--- src/hdl/ssoc_pkg.sv ---
// shared types, constants and the gap table for the shell sort block
// no dependencies; imported by ssoc_mem and shell_sort_with_op_count
`default_nettype none

package ssoc_pkg;

  localparam int unsigned MaxItemsDef  = 64;
  localparam int unsigned DataWidthDef = 16;
  localparam int unsigned GapW         = 11;
  localparam int unsigned OpsW         = 16;
  localparam int unsigned LevelW       = 2;

  // set sizes above which the starting gap grows by one more step
  localparam int unsigned Thresh1 = 7;
  localparam int unsigned Thresh2 = 20;
  localparam int unsigned Thresh3 = 54;

  typedef enum logic {
    GAP_MODE_2K  = 1'b0,
    GAP_MODE_10K = 1'b1
  } gap_mode_e;

  typedef enum logic [3:0] {
    S_IDLE,
    S_GAP,
    S_RD_I,
    S_HOLD,
    S_CHK,
    S_CMP,
    S_PLACE,
    S_ORD,
    S_OLD,
    S_OWAIT
  } ssoc_state_e;

  // gap for a given series and level; level 0 is always gap 1
  function automatic logic [GapW-1:0] gap_of(gap_mode_e mode, logic [LevelW-1:0] level);
    logic [GapW-1:0] g;
    g = GapW'(1);
    case ({mode, level})
      {GAP_MODE_2K, 2'd0}:  g = GapW'(1);
      {GAP_MODE_2K, 2'd1}:  g = GapW'(3);
      {GAP_MODE_2K, 2'd2}:  g = GapW'(7);
      {GAP_MODE_2K, 2'd3}:  g = GapW'(15);
      {GAP_MODE_10K, 2'd0}: g = GapW'(1);
      {GAP_MODE_10K, 2'd1}: g = GapW'(11);
      {GAP_MODE_10K, 2'd2}: g = GapW'(111);
      {GAP_MODE_10K, 2'd3}: g = GapW'(1111);
      default:              g = GapW'(1);
    endcase
    return g;
  endfunction

endpackage

`default_nettype wire

--- src/hdl/shell_sort_with_op_count.sv ---
// shell sort with comparison and move count: loads a set, sorts it in place, streams it out
// depends on ssoc_pkg and ssoc_mem (single-port-write, registered-read element store)
// loading: one item per cycle; the item marked last starts the sort
// sorting: one S_GAP step per gap level, then per gapped insertion S_RD_I, S_HOLD, S_CMP
//   and S_PLACE, with S_CMP and S_CHK repeated for each element shift; paced by the one
//   read port of the element store; worst case grows as n*n
// output: per result S_ORD, S_OLD, then S_OWAIT until taken; the next result waits for it
// reset: asynchronous, active low; empty set, counters zero, gap 1, mode 0; no store clearing
`default_nettype none

module shell_sort_with_op_count
  import ssoc_pkg::*;
#(
  parameter int unsigned MAX_ITEMS  = MaxItemsDef,
  parameter int unsigned DATA_WIDTH = DataWidthDef
) (
  input  wire logic                  clk_i,
  input  wire logic                  rst_ni,
  // input channel
  input  wire logic                  in_valid_i,
  output logic                       in_stall_o,
  input  wire logic [DATA_WIDTH-1:0] value_i,
  input  wire logic                  last_i,
  // output channel
  output logic                       out_valid_o,
  input  wire logic                  out_stall_i,
  output logic      [DATA_WIDTH-1:0] sorted_value_o,
  output logic                       last_out_o,
  output logic      [OpsW-1:0]       op_count_o,
  // configuration: gap factor mode
  input  wire logic                  cfg_valid_i,
  output logic                       cfg_ready_o,
  input  wire logic                  cfg_data_i
);

  localparam int unsigned AW = $clog2(MAX_ITEMS);
  localparam int unsigned CW = $clog2(MAX_ITEMS + 1);
  localparam logic [OpsW-1:0] OpsMax = {OpsW{1'b1}};

  // control state
  ssoc_state_e       state_q, state_d;
  logic [CW-1:0]     cnt_q, cnt_d;     // items held in the current set
  logic [CW-1:0]     n_q, n_d;         // size of the set being sorted
  logic [CW-1:0]     i_q, i_d;         // outer insertion index
  logic [AW-1:0]     j_q, j_d;         // hole position of the insertion
  logic [AW-1:0]     k_q, k_d;         // output index
  logic [LevelW-1:0] lvl_q, lvl_d;     // gap level, counts down to 0
  logic [GapW-1:0]   gap_q, gap_d;
  logic [OpsW-1:0]   cmp_q, cmp_d;
  logic [OpsW-1:0]   mov_q, mov_d;
  logic              mode_q;
  logic              out_valid_q, out_valid_d;

  // payload registers
  logic [DATA_WIDTH-1:0] held_q, held_d;
  logic [DATA_WIDTH-1:0] out_data_q, out_data_d;
  logic                  out_last_q, out_last_d;
  logic [OpsW-1:0]       out_ops_q, out_ops_d;

  // element store port
  logic                  we;
  logic [AW-1:0]         waddr;
  logic [DATA_WIDTH-1:0] wdata;
  logic [AW-1:0]         raddr;
  logic [DATA_WIDTH-1:0] rdata;

  // shared compare / subtract datapath
  logic [GapW-1:0]   gap_tab;
  logic [GapW-1:0]   j_ext, i_ext, n_ext;
  logic [GapW-1:0]   j_minus, i_minus;
  logic              j_ge_gap;
  logic              shift_needed;
  logic [OpsW-1:0]   cmp_inc, mov_inc;
  logic [OpsW:0]     ops_sum;
  logic [OpsW-1:0]   ops_total;
  logic              cnt_full;
  logic [CW-1:0]     cnt_after;
  logic [GapW-1:0]   n_new_ext;
  logic [LevelW-1:0] lvl_start;
  logic              in_xfer, out_xfer;

  ssoc_mem #(
    .DEPTH (MAX_ITEMS),
    .DW    (DATA_WIDTH),
    .AW    (AW)
  ) u_mem (
    .clk_i   (clk_i),
    .we_i    (we),
    .waddr_i (waddr),
    .wdata_i (wdata),
    .raddr_i (raddr),
    .rdata_o (rdata)
  );

  assign gap_tab  = gap_of(gap_mode_e'(mode_q), lvl_q);
  assign j_ext    = GapW'(j_q);
  assign i_ext    = GapW'(i_q);
  assign n_ext    = GapW'(n_q);
  assign j_minus  = j_ext - gap_q;
  assign i_minus  = i_ext - gap_q;
  assign j_ge_gap = (j_ext >= gap_q);
  // the neighbor one gap back is larger than the held value
  assign shift_needed = ($signed(rdata) > $signed(held_q));

  assign cmp_inc   = (cmp_q == OpsMax) ? cmp_q : cmp_q + OpsW'(1);
  assign mov_inc   = (mov_q == OpsMax) ? mov_q : mov_q + OpsW'(1);
  assign ops_sum   = {1'b0, cmp_q} + {1'b0, mov_q};
  assign ops_total = ops_sum[OpsW] ? OpsMax : ops_sum[OpsW-1:0];

  // a full store drops the item but a last marker still starts the sort
  assign cnt_full  = (cnt_q == CW'(MAX_ITEMS));
  assign cnt_after = cnt_full ? cnt_q : cnt_q + CW'(1);
  assign n_new_ext = GapW'(cnt_after);

  always_comb begin
    if (n_new_ext > GapW'(Thresh3)) begin
      lvl_start = LevelW'(3);
    end else if (n_new_ext > GapW'(Thresh2)) begin
      lvl_start = LevelW'(2);
    end else if (n_new_ext > GapW'(Thresh1)) begin
      lvl_start = LevelW'(1);
    end else begin
      lvl_start = LevelW'(0);
    end
  end

  assign in_xfer  = in_valid_i & ~in_stall_o;
  assign out_xfer = out_valid_q & ~out_stall_i;

  // sequencer: next state, store port and datapath register updates
  always_comb begin
    state_d     = state_q;
    cnt_d       = cnt_q;
    n_d         = n_q;
    i_d         = i_q;
    j_d         = j_q;
    k_d         = k_q;
    lvl_d       = lvl_q;
    gap_d       = gap_q;
    cmp_d       = cmp_q;
    mov_d       = mov_q;
    held_d      = held_q;
    out_valid_d = out_valid_q;
    out_data_d  = out_data_q;
    out_last_d  = out_last_q;
    out_ops_d   = out_ops_q;
    we          = 1'b0;
    waddr       = j_q;
    wdata       = held_q;
    raddr       = j_minus[AW-1:0];

    case (state_q)
      S_IDLE: begin
        if (in_xfer) begin
          if (!cnt_full) begin
            we    = 1'b1;
            waddr = cnt_q[AW-1:0];
            wdata = value_i;
          end
          cnt_d = cnt_after;
          if (last_i) begin
            // set closed: start the sort with fresh counters
            n_d     = cnt_after;
            cnt_d   = '0;
            lvl_d   = lvl_start;
            cmp_d   = '0;
            mov_d   = '0;
            state_d = S_GAP;
          end
        end
      end

      S_GAP: begin
        gap_d = gap_tab;
        if (gap_tab < n_ext) begin
          i_d     = gap_tab[CW-1:0];
          state_d = S_RD_I;
        end else if (lvl_q == '0) begin
          k_d     = '0;
          state_d = S_ORD;
        end else begin
          lvl_d   = lvl_q - LevelW'(1);
          state_d = S_GAP;
        end
      end

      S_RD_I: begin
        raddr   = i_q[AW-1:0];
        state_d = S_HOLD;
      end

      S_HOLD: begin
        // i is at least one gap, so the first neighbor always exists
        held_d  = rdata;
        cmp_d   = cmp_inc;
        j_d     = i_q[AW-1:0];
        raddr   = i_minus[AW-1:0];
        state_d = S_CMP;
      end

      S_CHK: begin
        if (j_ge_gap) begin
          raddr   = j_minus[AW-1:0];
          state_d = S_CMP;
        end else begin
          state_d = S_PLACE;
        end
      end

      S_CMP: begin
        if (shift_needed) begin
          cmp_d   = cmp_inc;
          mov_d   = mov_inc;
          we      = 1'b1;
          waddr   = j_q;
          wdata   = rdata;
          j_d     = j_minus[AW-1:0];
          state_d = S_CHK;
        end else begin
          state_d = S_PLACE;
        end
      end

      S_PLACE: begin
        we    = 1'b1;
        waddr = j_q;
        wdata = held_q;
        mov_d = mov_inc;
        i_d   = i_q + CW'(1);
        if ((i_q + CW'(1)) < n_q) begin
          state_d = S_RD_I;
        end else if (lvl_q == '0) begin
          k_d     = '0;
          state_d = S_ORD;
        end else begin
          lvl_d   = lvl_q - LevelW'(1);
          state_d = S_GAP;
        end
      end

      S_ORD: begin
        raddr   = k_q;
        state_d = S_OLD;
      end

      S_OLD: begin
        out_valid_d = 1'b1;
        out_data_d  = rdata;
        out_last_d  = ((CW'(k_q) + CW'(1)) == n_q);
        out_ops_d   = ((CW'(k_q) + CW'(1)) == n_q) ? ops_total : '0;
        state_d     = S_OWAIT;
      end

      S_OWAIT: begin
        // hold the result until the receiver takes the transfer
        if (out_xfer) begin
          out_valid_d = 1'b0;
          if (out_last_q) begin
            state_d = S_IDLE;
          end else begin
            k_d     = k_q + AW'(1);
            state_d = S_ORD;
          end
        end
      end

      default: begin
        state_d = S_IDLE;
      end
    endcase
  end

  always_ff @(posedge clk_i or negedge rst_ni) begin
    if (!rst_ni) begin
      state_q     <= S_IDLE;
      cnt_q       <= '0;
      n_q         <= '0;
      i_q         <= '0;
      j_q         <= '0;
      k_q         <= '0;
      lvl_q       <= '0;
      gap_q       <= GapW'(1);
      cmp_q       <= '0;
      mov_q       <= '0;
      mode_q      <= GAP_MODE_2K;
      out_valid_q <= 1'b0;
    end else begin
      state_q     <= state_d;
      cnt_q       <= cnt_d;
      n_q         <= n_d;
      i_q         <= i_d;
      j_q         <= j_d;
      k_q         <= k_d;
      lvl_q       <= lvl_d;
      gap_q       <= gap_d;
      cmp_q       <= cmp_d;
      mov_q       <= mov_d;
      out_valid_q <= out_valid_d;
      if (cfg_valid_i && cfg_ready_o) begin
        mode_q <= cfg_data_i;
      end
    end
  end

  always_ff @(posedge clk_i) begin
    held_q     <= held_d;
    out_data_q <= out_data_d;
    out_last_q <= out_last_d;
    out_ops_q  <= out_ops_d;
  end

  // items are taken only while collecting a set
  assign in_stall_o     = (state_q != S_IDLE);
  assign cfg_ready_o    = 1'b1;
  assign out_valid_o    = out_valid_q;
  assign sorted_value_o = out_data_q;
  assign last_out_o     = out_last_q;
  assign op_count_o     = out_ops_q;

`ifndef NO_ASSERTIONS
  // no result may be pending while a new set is being collected
  a_idle_no_out: assert property (@(posedge clk_i) disable iff (!rst_ni)
    !in_stall_o |-> !out_valid_o)
    else $error("result pending while collecting input");

  // the op count only rides on the final result
  a_ops_on_last: assert property (@(posedge clk_i) disable iff (!rst_ni)
    (out_valid_o && !last_out_o) |-> (op_count_o == '0))
    else $error("op count on a result that is not last");

  // a transfer marked last closes the set and starts the sort
  a_last_starts: assert property (@(posedge clk_i) disable iff (!rst_ni)
    (in_valid_i && !in_stall_o && last_i) |=> in_stall_o)
    else $error("sort did not start after last item");
`endif

endmodule

`default_nettype wire

--- src/hdl/ssoc_mem.sv ---
// element store: one write port, one read port with registered read data
// depends on ssoc_pkg for default sizes
`default_nettype none

module ssoc_mem
  import ssoc_pkg::*;
#(
  parameter int unsigned DEPTH = MaxItemsDef,
  parameter int unsigned DW    = DataWidthDef,
  parameter int unsigned AW    = $clog2(MaxItemsDef)
) (
  input  wire logic          clk_i,
  input  wire logic          we_i,
  input  wire logic [AW-1:0] waddr_i,
  input  wire logic [DW-1:0] wdata_i,
  input  wire logic [AW-1:0] raddr_i,
  output logic      [DW-1:0] rdata_o
);

  logic [DW-1:0] store_q [DEPTH];
  logic [DW-1:0] rdata_q;

  always_ff @(posedge clk_i) begin
    if (we_i) begin
      store_q[waddr_i] <= wdata_i;
    end
  end

  always_ff @(posedge clk_i) begin
    rdata_q <= store_q[raddr_i];
  end

  assign rdata_o = rdata_q;

endmodule

`default_nettype wire
--- config.mk ---
export PLATFORM = sky130hd
export DESIGN_NAME = shell_sort_with_op_count
export DESIGN_NICKNAME = d
export VERILOG_FILES = /design/src/hdl/ssoc_pkg.sv /design/src/hdl/shell_sort_with_op_count.sv /design/src/hdl/ssoc_mem.sv
export SDC_FILE = /design/constraint.sdc
export NUM_CORES = 2
export LEC_CHECK = 0
export BUFFER_PORTS_ARGS = -buffer_cell sky130_fd_sc_hd__buf_2
export CORE_MARGIN = 2
export CORE_UTILIZATION = 52
export CTS_CLUSTER_DIAMETER = 120
export DETAILED_ROUTE_END_ITERATION = 10
export GPL_TIMING_DRIVEN = 0
export PLACE_DENSITY = 0.66
export REMOVE_ABC_BUFFERS = 1
export SYNTH_ARGS = -nofsm -noshare
export SYNTH_HDL_FRONTEND = slang
export SYNTH_HIERARCHICAL = 1
export SYNTH_SLANG_ARGS = --single-unit
--- constraint.sdc ---
create_clock -name clk_i -period 5.2 [get_ports clk_i]
set_input_delay 0 -clock clk_i [delete_from_list [all_inputs] [get_ports clk_i]]
set_output_delay 0 -clock clk_i [all_outputs]
set_load 0.01 [all_outputs]
# ---- Yosys cells after proc, flatten, opt, wreduce, memory -nomap -nowiden
# Memory sizes are Yosys's and may differ from the RTL's. A register that Yosys moved wholly into a read port is not among the register bits.
# Cells that the tools add are included.
dict set report classes {
  addsub 10
  n_lt_le_gt_ge 7
  n_eq_ne 21
  muxes 56
  bitwise_logic 4
  reduce_logical 20
}
# op n
set op_table {}
lappend op_table {{2-to-1 mux 16 bit} 10}
lappend op_table {{case mux 16 bit (3 select lines)} 2}
lappend op_table {{2-to-1 mux 6 bit} 9}
lappend op_table {{case mux 4 bit (10 select lines)} 1}
lappend op_table {{case mux 6 bit (3 select lines)} 2}
lappend op_table {{adder 16 x 1 -> 16 bit (second input constant)} 2}
lappend op_table {{== test 16 bit (second input constant)} 2}
lappend op_table {{case mux 16 bit (2 select lines)} 1}
lappend op_table {{2-to-1 mux 7 bit} 3}
lappend op_table {{2-to-1 mux 2 bit} 9}
lappend op_table {{adder 16 x 16 -> 17 bit} 1}
lappend op_table {{== test 4 x 3 -> 1 bit (second input constant)} 4}
lappend op_table {{> comparator 16 bit} 1}
lappend op_table {{2-to-1 mux 4 bit} 4}
lappend op_table {{inequality test 2 bit (second input constant)} 8}
lappend op_table {{adder 7 x 1 -> 7 bit (second input constant)} 2}
lappend op_table {{case mux 7 bit (2 select lines)} 1}
lappend op_table {{case mux 6 bit (2 select lines)} 1}
lappend op_table {{nonzero test 3 bit} 4}
lappend op_table {{subtractor 6 bit} 2}
lappend op_table {{greater-or-equal comparator 6 x 11 -> 1 bit} 1}
lappend op_table {{< comparator 11 x 7 -> 1 bit} 1}
lappend op_table {{AND reduction 5 bit} 2}
lappend op_table {{2-to-1 mux 3 bit} 3}
lappend op_table {{25 further kinds} 42}
dict set report word_totals {
  register_bits 133
  mem_bits_rw 1024
  romBits 56
  input_bits 23
  output_inout_bits 36
  word_cells 136
  n_memories 2
}
# name words word_bits read_ports rd_ports_with_merged_regs write_ports line_no
set mem_list {}
lappend mem_list {u_mem.store_q 64 16 1 1 1 ssoc_mem.sv:20} ;# logic [DW-1:0] store_q [DEPTH];
lappend mem_list {{(no name shown)} 8 7 1 0 0 ssoc_pkg.sv:40} ;# case ({mode, level})

# ---- Depth between registers and ports, before layout
dict set report logic_depth {
  word_depth 9
  ltp_mapped 15
  ltp_nobuf 13
}

# ---- Cells and area by module
# Netlist, hierarchy kept.
# module n_inst cells_per_inst area_per_inst_um2 seq_area_each_um2
set by_module_without_submodules {}
lappend by_module_without_submodules {ssoc_mem 1 1829 40042.2 31069.8}
lappend by_module_without_submodules {shell_sort_with_op_count 1 909 8498.2 3448.3}

# ---- Least setup slack after synthesis
# Ideal clock, no wire load.
dict set report synth_path {
  path_kind {reg-to-reg}
  start {reg held_q[13]}
  end {mem u_mem/store_q[49][0] in the netlist's numbering (enable)}
  setup_time_ns 0.409
  arrival_ns 3.664
  required_ns 4.791
  path_slack_ns 1.127
  stages_incl_launch_ff 14
  path_buffers 2
  synth_period_minus_slack_ns 4.073
  path_cell_list {edfxtp_1 -> inv_1 -> ha_1 -> nand4_1 -> nor3_1 -> a311oi_1 -> o2111ai_1 -> and4_1 -> clkbuf_1 -> clkbuf_1 -> or3_1 -> nor2b_1 -> nand4_1 -> nor3_1}
}
dict set report synth_between {
  elab_chain_len 5
}
# element line_no
set synth_rtl {}
lappend synth_rtl {{start, declared} shell_sort_with_op_count.sv:55} ;# logic [DATA_WIDTH-1:0] held_q, held_d;
lappend synth_rtl {{start signal, assigned} shell_sort_with_op_count.sv:306} ;# held_q <= held_d;
lappend synth_rtl {{> comparator 16 bit} shell_sort_with_op_count.sv:103} ;# assign shift_needed = ($signed(rdata) > $signed(held_q));
lappend synth_rtl {{2-to-1 mux 1 bit} shell_sort_with_op_count.sv:211} ;# if (shift_needed) begin
lappend synth_rtl {{case mux 1 bit (3 select lines)} shell_sort_with_op_count.sv:152} ;# case (state_q)
lappend synth_rtl {{named net we} shell_sort_with_op_count.sv:61} ;# logic we;
lappend synth_rtl {{2-to-1 mux 1 bit} ssoc_mem.sv:24} ;# if (we_i) begin
lappend synth_rtl {{2-to-1 mux 1 bit (implied by the code)} ssoc_mem.sv:25} ;# store_q[waddr_i] <= wdata_i;
lappend synth_rtl {{end, declared} ssoc_mem.sv:20}
# The timed path passes the listed nets, and every way through them passes these cells.

# ---- Final worst setup path
dict set report layout_path {
  start {reg state_q[2]}
  end {mem u_mem/store_q[13][3] in the netlist's numbering (enable)}
}
dict set report layout_between {
  elab_cells_between_ends 12
  cone_classes {eq/ne: 2; mux: 6; bitwise: 2; reduce/logical: 2}
}
# element line_no
set layout_lines {}
lappend layout_lines {{start, declared} shell_sort_with_op_count.sv:41} ;# ssoc_state_e state_q, state_d;
lappend layout_lines {{start signal, assigned} shell_sort_with_op_count.sv:288} ;# state_q <= state_d;
lappend layout_lines {{nonzero test 4 bit} shell_sort_with_op_count.sv:313} ;# assign in_stall_o = (state_q != S_IDLE);
lappend layout_lines {{inverter 1 bit} shell_sort_with_op_count.sv:127} ;# assign in_xfer = in_valid_i & ~in_stall_o;
lappend layout_lines {{bitwise AND 1 bit} shell_sort_with_op_count.sv:127}
lappend layout_lines {{2-to-1 mux 6 bit} shell_sort_with_op_count.sv:154} ;# if (in_xfer) begin
lappend layout_lines {{2-to-1 mux 6 bit (*)} --}
lappend layout_lines {{named net waddr[1]} shell_sort_with_op_count.sv:62} ;# logic [AW-1:0] waddr;
# Mark *: on every way through the listed nets, which the timed path passes. The rest lies on a longest branch.

==> metrics list <==
- The flow ran to the end, and the final reports show no timing, DRC or antenna violations.
* Count of endpoints failing setup in the final report: 0
- Of the total synthesized cell area, the portion taken by XOR and XNOR cells is 0.007037.
- First-pass GRT wire length: roughly 170 mm
- Final Max Slew Viols: 0
- H-tree depth reported by CTS: 3
- After synthesis, the mean cell area works out to 17.73 µm².
- Most area-hungry cell type in the Yosys netlist: sky130_fd_sc_hd__edfxtp_1
- For the worst setup path, the data required time is 5.59 ns.
- During synthesis, Yosys emitted a total of 6 warnings.
- Of the cells placed in the final design, the portion with a size suffix greater than 1 is 0.2374.
- Synth Area in Adders: 0.01799
- The floorplan step defined a core boundary enclosing 0.09291 mm².
* Total negative setup slack: 0 ns
- EDFF count, synth: 1,073
- Buffers inserted during clock tree synthesis total 116.
- Later-pin clock latency in the skew report: 0.73 ns
- Synth Flop Type: sky130_fd_sc_hd__edfxtp_1
* Weighted congestion reported at the end of routability-driven placement: a little under 0.9
* HPWL after DPL: 78.50 mm
- Maximum achievable frequency: 199.3 MHz
* Slowest library cell on the worst path: sky130_fd_sc_hd__nand3_1
- Clock-pin slew reported for the worst setup and hold paths after clock tree synthesis: 0.06 ns
- Final global-route overflow total: 0
- Skew final: 0.06480 ns
- Kind of end point of the critical path: flip-flop
- At the pin with the least slew margin, the transition time is roughly 1.4 ns.
- Area share of the leading cell type in the synthesized netlist: 0.6638
- Summing all non-filler instances in the final layout gives an area of 0.05598 mm².
- Compared with the post-synthesis result, the final layout area differs by 15.33%.
* Overall Global Routing Usage: 0.2495
* Post-synthesis sequential element count: 1,168
- From left edge to right edge, the die measures around 310 µm.
- Reported max-cap violation count: 0
* Post-Synth Simple-Gate Area: 0.05287
- In this run the clock root is driven by a sky130_fd_sc_hd__clkbuf_16.
- The floorplan has between 100 and 150 rows.
* Vias in the first global route: 26,333
- After detailed placement, the total cell area comes to about 0.052 mm².
- In the routed design, unresolved DRC markers number 0.
* Combinational family with the most area after synthesis: multiplexers
- The worst setup path is launched from a flip-flop.
- Die outline height: ~310 µm
* Final net count: 2,994
- Fraction of the yosys area taken by sequential cells: 0.7111
- Number of iterations in the first detailed-routing pass: 5
* Share of async-settable or async-resettable flops after synthesis: 0.06764
- Multiplexer area fraction after synthesis: 0.1322
- Counting I/O delays and the setup requirement, the final critical path takes 5.016 ns.
- Dividing the final minimum period by the clock period gives 0.9647.
* Number of distinct library cells after synthesis: 84
* Number of antenna violations at the first check in global routing: 1
- TritonCTS built the clock tree.
* WP data arrival: 5.41 ns
- Fraction of the mapped netlist area in compound gates: 0.05570
- Final routed wire length divided by cell count: 27.76 µm
- DIE AREA: 0.09581 mm²
- CP top delay family: simple AND/OR/NAND/NOR gates
- CTS sink cnt: around 1,200
* Max stage delay on crit path: between 0.7 and 0.8 ns
- Counting both buffers and inverters, the worst setup path holds a total of 1.
* Cells taking the most area after synthesis: sky130_fd_sc_hd__edfxtp_1 (66%), sky130_fd_sc_hd__mux4_2 (10%), sky130_fd_sc_hd__dfrtp_1 (4.1%)
* Vias per cell: 6.208
- The routed design has 118.4 mm of wire.
- The min-delay analysis places its worst path in the category input pin to flip-flop.
- Buffers added on ports: 57
* Antenna violation net count after detailed routing: 0
- For this design the top-level I/O count stands at 59.
- The initial utilization of the core area, before any placement, comes to 0.5224.
- Pin count of the biggest net entering global routing: 61
- Total number of vias: around 26,000
- Cells after Synth: 2,738
* Cell area after technology mapping: ~0.049 mm²
- Measured against its own limit, the worst slew margin works out to 0.09030.
- The critical path is of the flip-flop to flip-flop type.
- The number of hold-slack violations in the final timing report is 0.
- The longest clock path from root to sink contains 3 buffers.
- Cell-by-cell trace of the critical path: nor4_4 -> and2_1 -> and2_2 -> o21ai_0 -> nor2b_1 -> nand3_1 -> nor2_2 -> buf_16
- The first routing iteration left 2,821 violations.
- In this run the worst path has a maximum fanout of 22.
-- area by class of cell --
| class | count | area (µm²) |
|---|---|---|
| Antenna cell | 6 | 15.01 |
| Inverter | 59 | 221.5 |
| Tap cell | 1254 | 1569 |
| Fill cell | 6644 | 36930 |
| Sequential cell | 1168 | 34520 |
| Timing Repair Buffer | 189 | 2688 |
| Clock inverter | 78 | 708.2 |
| Clock buffer | 140 | 3013 |
| Multi-Input combinational cell | 1369 | 13250 |
-- final timing paths --
kind	end	from	depth (start not counted)	slack [ns]
min in group asynchronous	k_q[4]$_DFFE_PN0P_	rst_ni	4	0.41
max in group asynchronous	n_q[2]$_DFFE_PN0P_	rst_ni	4	3.52
setup / recovery	u_mem/store_q[13][3]$_DFFE_PP_	state_q[2]$_DFFE_PN0P_	8	0.18
hold reg to reg	gap_q[6]$_DFFE_PN0P_	gap_q[6]$_DFFE_PN0P_	2	0.51
setup reg to reg	u_mem/store_q[13][3]$_DFFE_PP_	state_q[2]$_DFFE_PN0P_	8	0.18
hold / removal	mode_q$_DFFE_PN0P_	cfg_valid_i	3	0.09
-- placed cells by master (no fill, tap or decap), types with 29 or more instances in the layout --
cell	n
sky130_fd_sc_hd__clkbuf_16	116
sky130_fd_sc_hd__o21ai_0	72
sky130_fd_sc_hd__a21oi_1	74
sky130_fd_sc_hd__dfrtp_1	78
sky130_fd_sc_hd__buf_8	48
sky130_fd_sc_hd__mux2i_1	94
sky130_fd_sc_hd__nor2b_1	33
sky130_fd_sc_hd__buf_12	37
sky130_fd_sc_hd__buf_2	56
sky130_fd_sc_hd__nand2_1	139
sky130_fd_sc_hd__clkinv_1	35
sky130_fd_sc_hd__mux4_2	220
sky130_fd_sc_hd__a22o_1	29
sky130_fd_sc_hd__nor2_2	57
sky130_fd_sc_hd__nor2_1	63
sky130_fd_sc_hd__a22oi_1	46
sky130_fd_sc_hd__inv_1	58
sky130_fd_sc_hd__mux2_2	37
sky130_fd_sc_hd__nand3_1	59
sky130_fd_sc_hd__ha_1	65
sky130_fd_sc_hd__edfxtp_1	1073
-- worst reg2reg max path, delay by kind of cell, from the launching register on --
kind                   cells  cell delay [ns]
and+or+nand+nor            6             3.35
DFF                        1             0.57
AOI/OAI and AO/OA          1             0.56
buffers and inverters      1             0.22
-- sequential cells by signal (all words and copies together) (netlist names) --
name,cells
n_q,7
i_q,7
held_q,16
state_q,4
last_out_o,1
gap_q,6
lvl_q,2
op_count_o,16
mov_q,16
mode_q,1
k_q,6
cmp_q,16
j_q,6
cnt_q,7
u_mem/rdata_o,16
u_mem/store_q,1024
out_valid_o,1
sorted_value_o,16
-- per-stage QoR --
step / util / cells / setup slack (ns) / hold WS (ns)
2_1_floorplan: - / 2596 / -31.72 / -0.2956
3_3_place_gp: 0.5328 / 3907 / -50.33 / 0.2380
3_5_place_dp: 0.5600 / 4024 / -0.7360 / -0.08219
4_1_cts: 0.6018 / 4257 / 0.07370 / 0.05661
5_1_grt: 0.6024 / 4258 / -0.009248 / 0.08380
6_report: 0.6025 / 4263 / 0.1835 / 0.08587
-- kinds of logic after synthesis --
kind of cell | after synthesis
DFF | 1168
xor gates and xnor gates | 39
and+or+nand+nor | 512
adders and majority gates | 68
other | 1
AOI/OAI and AO/OA | 394
buffers and inverters | 201
muxes | 355
-- Yosys cell counts (all sizes together) (7+ instances only) --
master / count
mux4: 224
a22o: 29
nand3: 62
dfrtp: 79
xnor2: 20
nor4: 9
a211o: 9
a31oi: 12
a311oi: 11
nor3: 13
xor2: 19
edfxtp: 1073
or3: 21
mux2: 37
a221oi: 19
a211oi: 12
nand4: 22
mux2i: 94
o41ai: 10
a221o: 8
dfxtp: 16
or4: 8
ha: 65
buf: 90
nor2: 129
nor2b: 34
and4: 7
inv: 59
nand2b: 16
a22oi: 46
nand2: 141
o211ai: 13
o21ai: 81
clkbuf: 52
and2: 11
a21oi: 74
and3: 17
a21o: 27
-- layer usage --
metal	share of wire	up-vias	wire length (µm)	global-route usage
li1	-	11408	-	-
met1	0.41	13815	48340	0.3487
met2	0.49	1074	57430	0.4027
met3	0.078	167	9282	0.04474
met4	0.028	0	3306	0.07846
met5	0	-	0	0
-- what timing repair did --
| item | in CTS | in global routing |
|---|---|---|
| buffers inserted | 3 | 0 |
| cloned | 0 | 0 |
| pin swaps | 3 | 0 |
| setup endpoints to repair | 811 | 153 |
| endpoints found under the hold margin | 108 | 0 |
| hold buffers | 12 | 0 |
| resized for setup | 6 | 11 |
Power is left out: the tool's default activity adds up to more than one toggle a clock period on the data nets, which glitch-free logic cannot reach.
